File: config.mk
export PLATFORM = sky130hd
export DESIGN_NAME = van_albada_gradient_stream_core
export DESIGN_NICKNAME = d
export VERILOG_FILES = /design/src/sv/vags_pkg.sv /design/src/sv/van_albada_gradient_stream_core.sv
export SDC_FILE = /design/constraint.sdc
export NUM_CORES = 2
export LEC_CHECK = 0
export BUFFER_PORTS_ARGS = -buffer_cell sky130_fd_sc_hd__buf_2
export CORE_ASPECT_RATIO = 2
export CORE_MARGIN = 4
export CORE_UTILIZATION = 40
export DETAILED_ROUTE_END_ITERATION = 7
export PLACE_DENSITY_LB_ADDON = 0.2
export SLEW_MARGIN = 20
export SYNTH_ARGS = -nofsm -noshare
export SYNTH_HDL_FRONTEND = slang
export SYNTH_SLANG_ARGS = --single-unit
export TNS_END_PERCENT = 5
File: constraint.sdc
create_clock -name clk -period 23.6 [get_ports clk]
set_clock_uncertainty 0.1 [all_clocks]
set_input_delay 1.18 -clock clk [delete_from_list [all_inputs] [get_ports clk]]
set_output_delay 1.18 -clock clk [all_outputs]
set_load 0.05 [all_outputs]
File: src/sv/vags_pkg.sv
// Shared constants for the Van Albada gradient stream core.
// No dependencies.
package vags_pkg;
  localparam int FRAC_BITS = 16;
  localparam int DATA_W    = 32;
  localparam int NUM_W     = 96;
  localparam int DEN_W     = 64;
  localparam int QBITS     = 32;
  localparam int CNT_W     = $clog2(QBITS);

  localparam logic [3:0] ST_IDLE  = 4'd0;
  localparam logic [3:0] ST_GRAD  = 4'd1;
  localparam logic [3:0] ST_PRE   = 4'd2;
  localparam logic [3:0] ST_DIV   = 4'd3;
  localparam logic [3:0] ST_END   = 4'd4;
  localparam logic [3:0] ST_LIM   = 4'd5;
  localparam logic [3:0] ST_M1    = 4'd6;
  localparam logic [3:0] ST_M2    = 4'd7;
  localparam logic [3:0] ST_M3    = 4'd8;
  localparam logic [3:0] ST_M4    = 4'd9;
  localparam logic [3:0] ST_M5    = 4'd10;
  localparam logic [3:0] ST_EMIT1 = 4'd11;
  localparam logic [3:0] ST_EMIT2 = 4'd12;

  localparam logic MODE_GRAD  = 1'b0;
  localparam logic MODE_LIMIT = 1'b1;
endpackage

File: src/sv/van_albada_gradient_stream_core.sv
// Van Albada slope limiter over a stream of (value, position) samples.
// Depends on vags_pkg.
//
// One request is taken at a time; s_tready is low while it is worked on. A
// sample's slope is sent when the next sample arrives, and a final sample that
// follows another sends two results. Each gradient of a valid step and each limited
// slope that is not trivially zero passes through one shared radix-2 divider (a
// range check, the quotient bits, then a result step); the limited slope first
// passes the multiply states M1 to M5 on one shared 32x33 multiplier. A sample
// that follows another keeps s_tready low until its slope is sent (shorter when a
// step faults, a quotient overflows or the slope is trivially zero), and a final
// sample also for its second result. A first sample that is not final leaves it high.
module van_albada_gradient_stream_core (
  input  logic        clk,
  input  logic        rst,
  input  logic        s_tvalid,
  output logic        s_tready,
  input  logic [63:0] s_tdata,   // sample_value[31:0], sample_position[63:32]
  input  logic        s_tlast,   // is_final
  output logic        m_tvalid,
  input  logic        m_tready,
  output logic [31:0] m_tdata,   // slope[31:0]
  output logic        m_tuser,   // step_fault
  output logic        m_tlast    // run_end
);
  import vags_pkg::*;

  logic [3:0]              state;
  logic                    mode;
  logic signed [DATA_W-1:0] in_v, in_x, held_value, held_position;
  logic signed [DATA_W-1:0] held_left_gradient, g;
  logic                    in_fin, held_fault, sample_pending, lf;
  logic [NUM_W-1:0]        num;
  logic [DEN_W-1:0]        den, r, ab;
  logic [QBITS-1:0]        numlo, q;
  logic [CNT_W-1:0]        cnt;
  logic                    ovf, neg;
  logic [DATA_W-1:0]       res;

  logic signed [DATA_W:0]  dv, dx, sum;
  logic [DATA_W:0]         dv_mag, s_mag;
  logic [DATA_W-1:0]       a_mag, b_mag;
  logic [DEN_W:0]          r2;
  logic [DATA_W-1:0]       mx;
  logic [DATA_W:0]         my;
  logic [DATA_W*2:0]       prod;
  logic [DATA_W-1:0]       sat_res;

  assign dv = {in_v[DATA_W-1], in_v} - {held_value[DATA_W-1], held_value};
  assign dx = {in_x[DATA_W-1], in_x} - {held_position[DATA_W-1], held_position};
  assign dv_mag = dv[DATA_W] ? (DATA_W+1)'(0) - dv : dv;
  assign sum = {held_left_gradient[DATA_W-1], held_left_gradient} + {g[DATA_W-1], g};
  assign s_mag = sum[DATA_W] ? (DATA_W+1)'(0) - sum : sum;
  assign a_mag = held_left_gradient[DATA_W-1] ? DATA_W'(0) - held_left_gradient
                                              : held_left_gradient;
  assign b_mag = g[DATA_W-1] ? DATA_W'(0) - g : g;
  assign r2 = {r, numlo[QBITS-1]};

  always_comb begin
    mx = a_mag;
    my = {1'b0, a_mag};
    case (state)
      ST_M1:   begin mx = a_mag;            my = {1'b0, a_mag}; end
      ST_M2:   begin mx = b_mag;            my = {1'b0, b_mag}; end
      ST_M3:   begin mx = a_mag;            my = {1'b0, b_mag}; end
      ST_M4:   begin mx = ab[31:0];         my = s_mag;         end
      ST_M5:   begin mx = ab[63:32];        my = s_mag;         end
      default: begin mx = a_mag;            my = {1'b0, a_mag}; end
    endcase
    prod = (DATA_W*2+1)'(mx) * (DATA_W*2+1)'(my);
  end

  always_comb begin
    if (neg) begin
      if (ovf || q > 32'h8000_0000) sat_res = 32'h8000_0000;
      else sat_res = 32'd0 - q;
    end else begin
      if (ovf || q[QBITS-1]) sat_res = 32'h7FFF_FFFF;
      else sat_res = q;
    end
  end

  assign s_tready = (state == ST_IDLE);

  always_ff @(posedge clk) begin
    if (rst) begin
      state <= ST_IDLE;
      m_tvalid <= 1'b0;
      sample_pending <= 1'b0;
      held_value <= '0;
      held_position <= '0;
      held_left_gradient <= '0;
      held_fault <= 1'b0;
      lf <= 1'b0;
      mode <= MODE_GRAD;
    end else begin
      if (m_tvalid && m_tready && state != ST_EMIT1 && state != ST_EMIT2)
        m_tvalid <= 1'b0;
      case (state)
        ST_IDLE: begin
          if (s_tvalid) begin
            in_v <= s_tdata[31:0];
            in_x <= s_tdata[63:32];
            in_fin <= s_tlast;
            lf <= 1'b0;
            if (sample_pending) state <= ST_GRAD;
            else if (s_tlast) state <= ST_EMIT2;
            else begin
              held_value <= s_tdata[31:0];
              held_position <= s_tdata[63:32];
              held_left_gradient <= '0;
              held_fault <= 1'b0;
              sample_pending <= 1'b1;
            end
          end
        end
        ST_GRAD: begin
          if (dx[DATA_W] || dx == '0) begin
            lf <= 1'b1;
            g <= '0;
            state <= ST_LIM;
          end else begin
            num <= NUM_W'(dv_mag) << FRAC_BITS;
            den <= DEN_W'(dx);
            neg <= dv[DATA_W];
            mode <= MODE_GRAD;
            state <= ST_PRE;
          end
        end
        ST_PRE: begin
          q <= '0;
          numlo <= num[QBITS-1:0];
          r <= num[NUM_W-1:QBITS];
          cnt <= CNT_W'(QBITS-1);
          ovf <= (num[NUM_W-1:QBITS] >= den);
          state <= (num[NUM_W-1:QBITS] >= den) ? ST_END : ST_DIV;
        end
        ST_DIV: begin
          numlo <= numlo << 1;
          if (r2 >= {1'b0, den}) begin
            r <= DEN_W'(r2 - {1'b0, den});
            q <= {q[QBITS-2:0], 1'b1};
          end else begin
            r <= r2[DEN_W-1:0];
            q <= {q[QBITS-2:0], 1'b0};
          end
          cnt <= cnt - CNT_W'(1);
          if (cnt == '0) state <= ST_END;
        end
        ST_END: begin
          if (mode == MODE_GRAD) begin
            g <= sat_res;
            state <= ST_LIM;
          end else begin
            res <= sat_res;
            state <= ST_EMIT1;
          end
        end
        ST_LIM: begin
          if (held_left_gradient == '0 || g == '0 || sum == '0) begin
            res <= '0;
            state <= ST_EMIT1;
          end else begin
            neg <= held_left_gradient[DATA_W-1] ^ g[DATA_W-1] ^ sum[DATA_W];
            mode <= MODE_LIMIT;
            state <= ST_M1;
          end
        end
        ST_M1: begin den <= prod[DEN_W-1:0];        state <= ST_M2; end
        ST_M2: begin den <= den + prod[DEN_W-1:0];  state <= ST_M3; end
        ST_M3: begin ab <= prod[DEN_W-1:0];         state <= ST_M4; end
        ST_M4: begin num <= NUM_W'(prod);           state <= ST_M5; end
        ST_M5: begin
          num <= num + (NUM_W'(prod) << 32);
          state <= ST_PRE;
        end
        ST_EMIT1: begin
          if (!m_tvalid || m_tready) begin
            m_tvalid <= 1'b1;
            m_tdata <= res;
            m_tuser <= held_fault | lf;
            m_tlast <= 1'b0;
            if (in_fin) state <= ST_EMIT2;
            else begin
              held_value <= in_v;
              held_position <= in_x;
              held_left_gradient <= g;
              held_fault <= lf;
              state <= ST_IDLE;
            end
          end
        end
        ST_EMIT2: begin
          if (!m_tvalid || m_tready) begin
            m_tvalid <= 1'b1;
            m_tdata <= '0;
            m_tuser <= lf;
            m_tlast <= 1'b1;
            held_value <= '0;
            held_position <= '0;
            held_left_gradient <= '0;
            held_fault <= 1'b0;
            sample_pending <= 1'b0;
            state <= ST_IDLE;
          end
        end
        default: state <= ST_IDLE;
      endcase
    end
  end
endmodule

==> metrics <==
outcome=finished clean; CP required=24.01 ns; die width=328 um; grt ovf=0; CP max FO=13; Leak=38.8 nW; total wire length=344 mm; Seq pwr share=20.4%; Yosys reg bits=627; net switching fraction of the power=~53%; CTS Root Cell=clkbuf_16; CTS tree=done; Hold Vio Cnt, Final=0; DR DRC count=0; endpoints failing setup=0; dominant cells by area after synthesis=fa_1 23%, edfxtp_1 19%, ha_1 9.5%; Final Total Pwr=0.00780 W; Slowest Stage Delay on Critical Path=roughly 0.94 ns; cell mode on critical path=fa_1; top-count cell post-synth=inv_1; synthesized area=82,200 sq um; Ports=around 110; global-route wire length before repair=500 mm; Sw Pwr=0.00413 W; clock share of power=14.9%; All-Layer GR Usage=32.0%; Area Overhead vs Synth=8.11%; cell count after synthesis=9,417; final worst path period need=~17 ns; Critical R2R Launch=g[0]; EDFF count, synth=522; dpl hpwl=~280 mm; RR Endpoint=den[60]; cell taking the most area after synthesis=fa_1; CTS clk-pin slew, worst paths=approximately 0.07 ns; Max Clk Rate=58.5 MHz; Seq/Total Area, Yosys=between 20 and 25%; First-pass DRT Iterations=6; Post-Route Utilization=43.4%; Port Buffer Count=104; post-route ant nets=0; Max IR drop VDD=0.0892 mV; pwr dens=87.8 nW/um^2; share of layout cells above drive strength 1=roughly 6.6%; total number of vias=between 70k and 80k; asr flop ratio synth=0%; RSZ-0062 raised after global routing=no; maximum capacitance violations=0; post-synth cell types=101; hold worst-path end=held_value[3]; GPL Wtd Cong=1.01; placement row count=235; Setup crit start kind=flop; crit share post-route=72.4%; Avg Inst Size Synth=8.72 sq um; CTS buffer count=68; drt via density=5.85; critical path class=flop to flop; area fraction of the dominant cell type after synthesis=a little under a quarter; Max transition margin=18.8%; antenna violations before repair=15; Max Root-Sink Buffers=3; synth warn=0; DRT iter0 DRCs=between 4k and 5k; syn nets=11.0k; pin count of the biggest net entering global routing=134; Total Nets Final=11.0k; # resized after CTS=0; Clk Latency, worst-skew pair=0.71 ns; Core Area=205,000 sq um; Comb pwr share=64.7%; vias in the first global route=75.1k; post-CTS setup buffer count=0; Critical Path End Type=flop; Max stage delay cell, worst path=a2111oi_1; Worst Hold Class=flop to flop; clk sink count=627; fin. max-slew vios=0; post-route setup TNS=0 ns; CTS H-tree lvls=3; die area=213,000 sq um; Die Y=roughly 650 um; Power Internal=0.00367 W; actual slew at the worst max-slew pin=1.22 ns; hold_buf cts=0; Synth Flop Type=edfxtp_1; worst r2r path cells=48; WL/cell=28.4 um; Synth top cells by count=1,309 x inv_1, 1,185 x nand2_1, 932 x fa_1; min-delay src=held_value[3]; Starting Density=40.1%; WHS Path Cells=2; internal reg-to-reg setup slack=6.52 ns; CP arrival=roughly 17 ns
[metrics by stage]
stage | std cells | instance area [sq um] | hold slack, ns | worst slack [ns]
after global routing | 12100 | 88800 | 0.379 | 6.04
final | 12100 | 88800 | 0.369 | 6.52
after floorplan | 9417 | 82200 | 0.332 | 10.61
after global placement | 12000 | 86400 | 0.342 | 6.61
after detailed placement | 12000 | 86400 | 0.358 | 6.70
after CTS | 12100 | 88800 | 0.368 | 6.65
[per-layer routing]
| metal | GRT usage [%] | part of all wire (%) |
|---|---|---|
| met1 | 30.9 | 32 |
| met2 | 57.9 | 51 |
| met3 | 4.00 | 4.7 |
| met4 | 30.2 | 12 |
| met5 | 0 | 0.011 |
[cell type report]
cell class / instances / area (sq um)
fill: 20600 / 116000
sequential: 627 / 17800
inverter: 1309 / 4910
clock inverter: 40 / 458
timing repair buffer: 327 / 2210
antenna: 13 / 32.5
tap: 2725 / 3410
clock buffer: 85 / 1860
multi-input combinational: 7006 / 58200
[critical path, delay by kind of cell (launching register included)]
kind | cells | cell delay [ns]
buf+inv | 7 | 1.17
compound gates | 16 | 5.58
xor+xnor | 3 | 1.40
flops | 1 | 0.47
mux | 1 | 0.24
fa+ha+maj | 12 | 5.68
simple gates | 9 | 2.15
[power groups by stage]
stage | registers [W] | clock network, W | logic (W)
2_1_floorplan | 0.00159 | 0 | 0.00299
3_3_place_gp | 0.00161 | 0 | 0.00490
3_5_place_dp | 0.00161 | 0 | 0.00493
4_1_cts | 0.00159 | 0.00118 | 0.00496
5_1_grt | 0.00160 | 0.00122 | 0.00537
6_report | 0.00159 | 0.00116 | 0.00505
[cell families (layout without fill, tap and decap cells)]
group | Yosys count | after routing | synth area share (%)
xor+xnor | 381 | 381 | 4.07
buf+inv | 1784 | 1761 | 8.20
fa+ha+maj | 1558 | 1558 | 32.2
flops | 627 | 627 | 21.6
simple gates | 2890 | 2890 | 16.1
other cells | 0 | 13 | 0
compound gates | 2110 | 2110 | 16.9
mux | 67 | 67 | 0.826
[worst max path at each step]
stage / end / slack, ns / cells after the start / start
floorplan: den[62] / 10.61 / 47 / g[0]
global placement: den[60] / 6.61 / 48 / g[0]
detailed placement: den[60] / 6.70 / 46 / g[0]
CTS: den[60] / 6.65 / 46 / g[0]
global route: den[60] / 6.04 / 48 / g[0]
finish: den[60] / 6.52 / 48 / g[0]
[layout by cell type, fill, tap and decap left out, drive strengths merged, types with 161 or more instances in the layout]
cell    synthesis  layout
ha            626     626
buf            49     327
o21ai         432     432
a21oi         560     560
and2          226     226
fa            932     932
xor2          161     161
nand2        1186    1186
inv          1309    1320
xnor2         220     220
a21o          223     223
nor2          745     745
edfxtp        522     522
[flip-flops by register name (all words and copies together), names as in the netlist, 32 cells and up]
register	count
r	64
held_left_gradient	32
in_v	32
den	64
g	32
m_tdata	32
ab	64
held_position	32
in_x	32
q	32
held_value	32
res	32
numlo	32
num	96
(Power assumes the default switching activity.)
